==> src/mcs_pkg.sv <==
// ----------------------------------------------------------------------------
// mcs_pkg
// Types and constants shared by the multi-compressor selector.
// ----------------------------------------------------------------------------
`default_nettype none

package mcs_pkg;

    localparam int SLOTS = 4;
    localparam logic [12:0] SIZE_MAX_BITS = 13'd8191;
    localparam logic [5:0] MOD_STEPS = 6'd32;
    localparam logic [5:0] FACTOR_STEPS = 6'd9;

    localparam logic [2:0] CFG_BLOCK_BYTES     = 3'd0;
    localparam logic [2:0] CFG_SIZE_THRESHOLD  = 3'd1;
    localparam logic [2:0] CFG_ENCODING_BITS   = 3'd2;
    localparam logic [2:0] CFG_FAIL_THRESHOLD  = 3'd3;
    localparam logic [2:0] CFG_PROBE_INTERVAL  = 3'd4;
    localparam logic [2:0] CFG_COMP_EXTRA_LAT  = 3'd5;
    localparam logic [2:0] CFG_DECOMP_EXTRA_LAT = 3'd6;

    typedef struct packed {
        logic [12:0] size_bits;
        logic [7:0]  comp_latency;
        logic [7:0]  decomp_latency;
        logic        last;
    } t_in_item;

    typedef struct packed {
        logic [1:0]  winner_index;
        logic [12:0] best_size_bits;
        logic [8:0]  line_comp_latency;
        logic [8:0]  line_decomp_latency;
        logic [3:0]  considered_mask;
    } t_out_item;

endpackage

`default_nettype wire

==> src/multi_compressor_selector_top.sv <==
// ----------------------------------------------------------------------------
// multi_compressor_selector_top
// Buffers one sub-compressor result per item and, on the last item of a
// line, selects the best result and updates per-compressor failure tracking.
// ----------------------------------------------------------------------------
// sequence: a non-last item is only buffered; a last item runs, in order, a probe
//   modulo pass when probing is on, a factor divide for each result that needs one,
//   a select step, a pick step per result and a finish step, the modulo and the
//   factor divides sharing one restoring divide unit
// throughput: one item at a time; input stalls while a line is evaluated
//   and while a finished result waits for the previous one to be taken
// reset: synchronous active low, clears tracking and counters and sets config to its defaults
`default_nettype none

module multi_compressor_selector_top #(
    parameter int COMP_COUNT = 4
) (
    input  wire                 i_clk,
    input  wire                 i_rst_n,
    input  wire                 i_valid,
    output logic                o_stall,
    input  mcs_pkg::t_in_item   i_data,
    output logic                o_valid,
    input  wire                 i_stall,
    output mcs_pkg::t_out_item  o_data,
    input  wire                 i_cfg_valid,
    output logic                o_cfg_ready,
    input  wire  [2:0]          i_cfg_index,
    input  wire  [15:0]         i_cfg_data
);

    typedef enum logic [2:0] {
        S_IDLE, S_MOD, S_EVAL, S_DIV, S_SEL, S_PICK, S_FIN
    } t_state;

    t_state r_state;

    logic [8:0]  r_block_bytes, r_size_thr;
    logic [1:0]  r_enc_bits;
    logic [15:0] r_fail_thr, r_probe;
    logic [7:0]  r_cext, r_dext;

    logic [12:0] r_buf_size [mcs_pkg::SLOTS];
    logic [7:0]  r_buf_clat [mcs_pkg::SLOTS];
    logic [7:0]  r_buf_dlat [mcs_pkg::SLOTS];
    logic [12:0] r_sized    [mcs_pkg::SLOTS];
    logic [9:0]  r_factor   [mcs_pkg::SLOTS];
    logic [15:0] r_fail_cnt [mcs_pkg::SLOTS];
    logic [3:0]  r_ok, r_unp, r_cons;

    logic [1:0]  r_arrival, r_last_i, r_i;
    logic [31:0] r_line;
    logic        r_periodic;

    logic [31:0] r_dvd;
    logic [16:0] r_rem;
    logic [15:0] r_dvs;
    logic [5:0]  r_step;

    logic        r_have;
    logic [1:0]  r_best;
    logic [9:0]  r_best_factor;
    logic [7:0]  r_best_dlat, r_max_clat;
    logic [12:0] r_best_size;

    logic        r_out_valid;
    mcs_pkg::t_out_item r_out;

    function automatic logic [9:0] ceil_pow2(input logic [8:0] q);
        logic [9:0] p;
        p = 10'd512;
        for (int k = 9; k >= 0; k--) begin
            if ((10'd1 << k) >= {1'b0, q}) p = 10'd1 << k;
        end
        return p;
    endfunction

    // shared restoring divide step
    logic [16:0] rem_sh, rem_nx;
    logic        q_bit;
    always_comb begin
        rem_sh = {r_rem[15:0], r_dvd[31]};
        q_bit  = rem_sh >= {1'b0, r_dvs};
        rem_nx = q_bit ? rem_sh - {1'b0, r_dvs} : rem_sh;
    end

    // per-result evaluation
    logic [13:0] s_sum;
    logic [12:0] sized;
    logic [13:0] bytes_sum;
    logic [10:0] bytes;
    logic        ok;
    always_comb begin
        s_sum     = {1'b0, r_buf_size[r_i]} + {12'd0, r_enc_bits};
        sized     = (s_sum > {1'b0, mcs_pkg::SIZE_MAX_BITS}) ?
                    mcs_pkg::SIZE_MAX_BITS : s_sum[12:0];
        bytes_sum = {1'b0, sized} + 14'd7;
        bytes     = bytes_sum[13:3];
        ok        = (bytes <= {2'b0, r_size_thr}) && (bytes < {2'b0, r_block_bytes});
    end

    // consideration of the line
    logic [3:0] nmask, cons_base;
    logic       all_unp;
    always_comb begin
        for (int k = 0; k < mcs_pkg::SLOTS; k++) begin
            nmask[k] = (2'(k) <= r_last_i);
        end
        all_unp   = ((r_unp | ~nmask) == 4'hf);
        cons_base = (~r_unp | {4{r_periodic | all_unp}}) & nmask;
    end

    // pick step
    logic [15:0] cnt_inc;
    logic        better;
    logic [8:0]  dlat_sum, clat_sum;
    always_comb begin
        cnt_inc  = (r_fail_cnt[r_i] == 16'hffff) ? 16'hffff : r_fail_cnt[r_i] + 16'd1;
        better   = !r_have || (r_factor[r_i] > r_best_factor) ||
                   ((r_factor[r_i] == r_best_factor) && (r_buf_dlat[r_i] < r_best_dlat));
        dlat_sum = {1'b0, r_best_dlat} + {1'b0, r_dext};
        clat_sum = {1'b0, r_max_clat} + {1'b0, r_cext};
    end

    logic [1:0] slot;
    assign slot = r_arrival;

    logic out_load;
    assign out_load = (r_state == S_FIN) && (!r_out_valid || !i_stall);

    always_ff @(posedge i_clk) begin
        if (!i_rst_n) begin
            r_state       <= S_IDLE;
            r_block_bytes <= 9'd64;
            r_size_thr    <= 9'd64;
            r_enc_bits    <= 2'd2;
            r_fail_thr    <= 16'd0;
            r_probe       <= 16'd0;
            r_cext        <= 8'd1;
            r_dext        <= 8'd1;
            r_arrival     <= 2'd0;
            r_line        <= 32'd0;
            r_unp         <= 4'd0;
            r_out_valid   <= 1'b0;
            for (int k = 0; k < mcs_pkg::SLOTS; k++) r_fail_cnt[k] <= 16'd0;
        end else begin
            r_out_valid <= out_load || (r_out_valid && i_stall);
            if (i_cfg_valid) begin
                unique case (i_cfg_index)
                    mcs_pkg::CFG_BLOCK_BYTES:      r_block_bytes <= i_cfg_data[8:0];
                    mcs_pkg::CFG_SIZE_THRESHOLD:   r_size_thr    <= i_cfg_data[8:0];
                    mcs_pkg::CFG_ENCODING_BITS:    r_enc_bits    <= i_cfg_data[1:0];
                    mcs_pkg::CFG_FAIL_THRESHOLD:   r_fail_thr    <= i_cfg_data;
                    mcs_pkg::CFG_PROBE_INTERVAL:   r_probe       <= i_cfg_data;
                    mcs_pkg::CFG_COMP_EXTRA_LAT:   r_cext        <= i_cfg_data[7:0];
                    mcs_pkg::CFG_DECOMP_EXTRA_LAT: r_dext        <= i_cfg_data[7:0];
                    default: ;
                endcase
            end
            unique case (r_state)
                S_IDLE: begin
                    if (i_valid) begin
                        r_buf_size[slot] <= i_data.size_bits;
                        r_buf_clat[slot] <= i_data.comp_latency;
                        r_buf_dlat[slot] <= i_data.decomp_latency;
                        if (!i_data.last) begin
                            if (32'(slot) + 32'd1 < 32'(COMP_COUNT))
                                r_arrival <= slot + 2'd1;
                        end else begin
                            r_arrival  <= 2'd0;
                            r_last_i   <= slot;
                            r_i        <= 2'd0;
                            r_line     <= r_line + 32'd1;
                            r_periodic <= 1'b0;
                            r_dvd      <= r_line + 32'd1;
                            r_dvs      <= r_probe;
                            r_rem      <= 17'd0;
                            r_step     <= mcs_pkg::MOD_STEPS;
                            r_state    <= (r_probe != 16'd0) ? S_MOD : S_EVAL;
                        end
                    end
                end
                S_MOD, S_DIV: begin
                    r_rem  <= rem_nx;
                    r_dvd  <= {r_dvd[30:0], q_bit};
                    r_step <= r_step - 6'd1;
                    if (r_step == 6'd1) begin
                        if (r_state == S_MOD) begin
                            r_periodic <= (rem_nx == 17'd0);
                            r_state    <= S_EVAL;
                        end else begin
                            r_factor[r_i] <= ceil_pow2({r_dvd[7:0], q_bit});
                            r_i           <= r_i + 2'd1;
                            r_state       <= (r_i == r_last_i) ? S_SEL : S_EVAL;
                        end
                    end
                end
                S_EVAL: begin
                    r_sized[r_i] <= sized;
                    r_ok[r_i]    <= ok;
                    if (bytes > {2'b0, r_block_bytes} || bytes == 11'd0) begin
                        r_factor[r_i] <= (bytes == 11'd0) ? {1'b0, r_block_bytes} : 10'd1;
                        r_i           <= r_i + 2'd1;
                        r_state       <= (r_i == r_last_i) ? S_SEL : S_EVAL;
                    end else begin
                        r_dvd   <= {r_block_bytes, 23'd0};
                        r_dvs   <= {5'd0, bytes};
                        r_rem   <= 17'd0;
                        r_step  <= mcs_pkg::FACTOR_STEPS;
                        r_state <= S_DIV;
                    end
                end
                S_SEL: begin
                    r_cons     <= ((cons_base & r_ok) != 4'd0) ? cons_base : nmask;
                    r_have     <= 1'b0;
                    r_max_clat <= 8'd0;
                    r_i        <= 2'd0;
                    r_state    <= S_PICK;
                end
                S_PICK: begin
                    if (r_cons[r_i]) begin
                        if (r_buf_clat[r_i] > r_max_clat) r_max_clat <= r_buf_clat[r_i];
                        if (better) begin
                            r_have        <= 1'b1;
                            r_best        <= r_i;
                            r_best_factor <= r_factor[r_i];
                            r_best_dlat   <= r_buf_dlat[r_i];
                            r_best_size   <= r_sized[r_i];
                        end
                        if (r_ok[r_i]) begin
                            r_fail_cnt[r_i] <= 16'd0;
                            r_unp[r_i]      <= 1'b0;
                        end else begin
                            r_fail_cnt[r_i] <= cnt_inc;
                            if (r_fail_thr != 16'd0 && cnt_inc >= r_fail_thr)
                                r_unp[r_i] <= 1'b1;
                        end
                    end
                    r_i     <= r_i + 2'd1;
                    r_state <= (r_i == r_last_i) ? S_FIN : S_PICK;
                end
                S_FIN: begin
                    if (out_load) begin
                        r_out.winner_index        <= r_best;
                        r_out.best_size_bits      <= r_best_size;
                        r_out.line_comp_latency   <= clat_sum;
                        r_out.line_decomp_latency <=
                            (r_best_size >= {1'b0, r_block_bytes, 3'd0}) ? 9'd0 : dlat_sum;
                        r_out.considered_mask     <= r_cons;
                        r_state                   <= S_IDLE;
                    end
                end
                default: r_state <= S_IDLE;
            endcase
        end
    end

    assign o_stall     = (r_state != S_IDLE);
    assign o_valid     = r_out_valid;
    assign o_data      = r_out;
    assign o_cfg_ready = 1'b1;

    a_out_hold: assert property (@(posedge i_clk) disable iff (!i_rst_n)
        (o_valid && i_stall) |=> (o_valid && $stable(o_data)))
        else $error("stalled result changed");
    a_last_stalls: assert property (@(posedge i_clk) disable iff (!i_rst_n)
        (i_valid && !o_stall && i_data.last) |=> o_stall)
        else $error("last item did not start evaluation");
    a_arrival_rng: assert property (@(posedge i_clk) disable iff (!i_rst_n)
        32'(r_arrival) < 32'(COMP_COUNT)) else $error("arrival index out of range");
    a_mask_set: assert property (@(posedge i_clk) disable iff (!i_rst_n)
        o_valid |-> o_data.considered_mask[o_data.winner_index])
        else $error("winner not considered");

endmodule

`default_nettype wire

==> config.mk <==
export PLATFORM = sky130hd
export DESIGN_NAME = multi_compressor_selector_top
export DESIGN_NICKNAME = d
export VERILOG_FILES = /design/src/mcs_pkg.sv /design/src/multi_compressor_selector_top.sv
export SDC_FILE = /design/constraint.sdc
export NUM_CORES = 1
export LEC_CHECK = 0
export BUFFER_PORTS_ARGS = -buffer_cell sky130_fd_sc_hd__buf_2
export CAP_MARGIN = 25
export CORE_MARGIN = 3
export CORE_UTILIZATION = 45
export DETAILED_ROUTE_END_ITERATION = 7
export SYNTH_ARGS = -nofsm -noshare
export SYNTH_HDL_FRONTEND = slang
export SYNTH_SLANG_ARGS = --single-unit
==> constraint.sdc <==
create_clock -name i_clk -period 14.6 [get_ports i_clk]
set_input_delay 3.65 -clock i_clk [delete_from_list [all_inputs] [get_ports i_clk]]
set_output_delay 3.65 -clock i_clk [all_outputs]
set_load 0.005 [all_outputs]
==> impl_metrics.json <==
{
  "tns_ns": 0,
  "synth_cells": 2170,
  "clkLatencyLatePin_ns": 0.62,
  "detail-route-antenna-nets": 0,
  "switching_share_pct": 32.8,
  "antenna_found_initial": 3,
  "maxCapViolations": 0,
  "power_density_mw_per_mm2": 165,
  "syn_area_sq_mm": 0.0262,
  "row_count": 87,
  "syn_nets": 2342,
  "holdBufCountCts": 0,
  "crit_family": "compound AO/OA/AOI/OAI gates",
  "power_frac_seq_pct": 40.6,
  "core_area_sq_mm": 0.0569,
  "cts_tree": "done",
  "drive_gt1_share_pct": 13.4,
  "synth_seq_area_share_pct": 58.4,
  "design_area_sq_mm": 0.0293,
  "ys.flop_type": "edfxtp_1",
  "drv_slew": 0,
  "overflow": 0,
  "fmax_mhz": 157,
  "internal_power_mw": 3.24,
  "cts_setup_buffers": 0,
  "cts_buffers": 57,
  "cp_max_fo": 54,
  "drt_wl_total_um": 64100,
  "arrival_ns": 6.61,
  "io_pins": 94,
  "dr.first_iter.drc_count": 1372,
  "p_clk_share_pct": 29.1,
  "cts_resized": 0,
  "tightest_slew_ns": 0.937,
  "totalPowerFinal_mw": 4.82,
  "final_nets": 2433,
  "cts.sinks": 546,
  "period_needed_ns": 6.38,
  "setup.worst_path.start_class": "flop",
  "avgSynthCellArea_sq_um": 12.1,
  "htree_levels": 2,
  "die-width_um": 247,
  "cts_root_buf": "clkbuf_16",
  "start_util_pct": 46.0,
  "n_fill_cell": 4937,
  "place_congestion": 0.897,
  "grt_usage_pct": 21.2,
  "post-dp-hpwl_um": 44900,
  "routedWlPerCell_um": 20.9,
  "grt_pass1_wl_um": 99600,
  "ir_drop_mv": 0.106,
  "synth.distinct_cells": 78,
  "post-route-period-util_pct": 43.7,
  "postLayoutCoreUtil_pct": 51.4,
  "max_slew_margin_pct": 37.5,
  "first_pass_iters": 5,
  "clkTransAtPathRegs_ns": 0.06,
  "grt_pass1_vias": 17200,
  "portBuffers": 92,
  "dieArea_sq_mm": 0.0611,
  "avgViaCountPerCell": 5.63,
  "ys_warn_count": 0,
  "hp-class": "reg -> reg",
  "drc": 0,
  "area_growth_syn_to_layout_pct": 11.8,
  "rsz0062_at_grt": "no",
  "p_sw_mw": 1.58,
  "required_ns": 14.83,
  "cp-end-kind": "flop",
  "die_h_um": 247,
  "vias": 17300,
  "critPathMaxStageDelay_ns": 0.76,
  "synth_edf_count": 434,
  "fin_worst_skew_ns": 0.0321,
  "synth-async-reset-ratio_pct": 0,
  "grt_max_degree": 81,
  "final_hold_viol_count": 0,
  "crit_chain": "mux4_2 -> ha_1 -> fa_1 -> nand3_1 -> xor2_1 -> nand4b_1 -> o21ai_0 -> nand2_1 -> nor2_1 -> xnor2_1 -> ha_1 -> a21o_1 -> a21oi_1 -> nand3b_1 -> o21ai_0 -> a31oi_1 -> o31a_1 -> nor3_1 -> a21o_1 -> o211a_2 -> buf_4",
  "comb_power_share_pct": 30.3,
  "status": "finished, final reports clean",
  "placed_area_sq_mm": 0.0275,
  "synth-seq-cells": 546,
  "cts.path.max_buffers": 3,
  "cp_num_buf_inv": 1,
  "critPathSlowestCell": "dfxtp_4",
  "path_class": "reg -> reg",
  "power.leakage_nw": 10.4,
  "setup_viol": 0
}
[synth_stat cells, types with 42 or more instances]
| library cell | number | area, sq um |
|---|---|---|
| o21ai_0 | 98 | 490 |
| a21boi_0 | 88 | 661 |
| mux4_2 | 69 | 1550 |
| nand3_1 | 42 | 210 |
| a21oi_1 | 58 | 290 |
| ha_1 | 114 | 1430 |
| inv_1 | 135 | 507 |
| xnor2_1 | 58 | 508 |
| dfxtp_1 | 112 | 2240 |
| nor2_1 | 138 | 518 |
| clkbuf_1 | 65 | 244 |
| nand2_1 | 302 | 1130 |
| edfxtp_1 | 434 | 13000 |
[cell families after synthesis]
group	share of synthesized area [%]
simple gates	13.1
other cells	0.0143
fa+ha+maj	5.76
mux	6.60
buf+inv	3.22
xor+xnor	3.14
flops	58.4
compound gates	9.79
[worst paths after layout]
| check | startpoint | endpoint | slack, ns | cells after the start |
|---|---|---|---|---|
| setup / recovery | flop | r_dvd[15] | 8.22 | 21 |
| hold / removal | r_best_size[8] | o_data[30] | 0.45 | 0 |
| setup reg to reg | flop | r_dvd[15] | 8.22 | 21 |
| hold reg to reg | r_best_size[8] | o_data[30] | 0.45 | 0 |
[cell usage in the layout, fill, tap and decap left out, types with 5 or more instances in the layout]
cell type,count
edfxtp_1,434
nand2_1,302
nor2_1,137
inv_1,135
ha_1,114
dfxtp_1,110
o21ai_0,98
buf_2,92
a21boi_0,88
mux4_2,69
a21oi_1,58
xnor2_1,58
clkbuf_16,58
nand3_1,42
and2_1,36
nor3_1,35
xor2_1,34
o21a_1,32
and3_1,30
a21o_1,25
nor4_1,25
nand4_1,24
or3_1,23
buf_4,20
nor2b_1,16
nand2b_1,15
o211ai_1,14
clkbuf_1,14
clkinv_2,12
a22oi_1,11
clkinv_1,9
a31oi_1,8
mux2_2,7
or2_2,6
a211oi_1,6
nor3b_1,6
o31ai_1,5
and3_2,5
[per-stage QoR]
stage | setup WS, ns | hold WS, ns | instances
floorplan | 7.39 | 0.400 | 2170
global placement | 8.30 | 0.438 | 2954
detailed placement | 8.30 | 0.409 | 2958
CTS | 8.26 | 0.455 | 3062
global route | 7.62 | 0.463 | 3063
finish | 8.22 | 0.451 | 3065
[layer usage]
metal / wire [um] / global-route usage [%] / up-vias
li1: - / - / 8128
met1: 28900 / 30.2 / 8556
met2: 30000 / 34.0 / 486
met3: 3840 / 3.04 / 87
met4: 1350 / 5.61 / 0
met5: 0 / 0 / -
[power by group through the flow]
stage,Clock (mW),Combinational [mW],Sequential [mW]
2_1_floorplan,0,1.08,1.93
3_3_place_gp,0,1.42,1.99
3_5_place_dp,0,1.45,1.99
4_1_cts,1.43,1.46,1.96
5_1_grt,1.50,1.61,1.97
6_report,1.40,1.46,1.96
[state kept, by name, summed over array words and instances (netlist names), 32 cells and up, named ones only]
signal and flops:
o_data 37, r_buf_dlat 32, r_line 32, r_factor 40, r_buf_clat 32, r_sized 52, r_dvd 32, r_buf_size 52
r_fail_cnt 64
[final cells by class]
cell class / count / area, sq um / share of cell area (%)
Sequential cell: 546 / 15300 / 52.2
Inverter: 135 / 507 / 1.73
Tap cell: 756 / 946 / 3.23
Multi-Input combinational cell: 1407 / 10100 / 34.5
Timing Repair Buffer: 114 / 642 / 2.19
Clock buffer: 73 / 1520 / 5.19
Antenna cell: 3 / 7.51 / 0.0257
Clock inverter: 31 / 280 / 0.958
(Power assumes the default switching activity.)
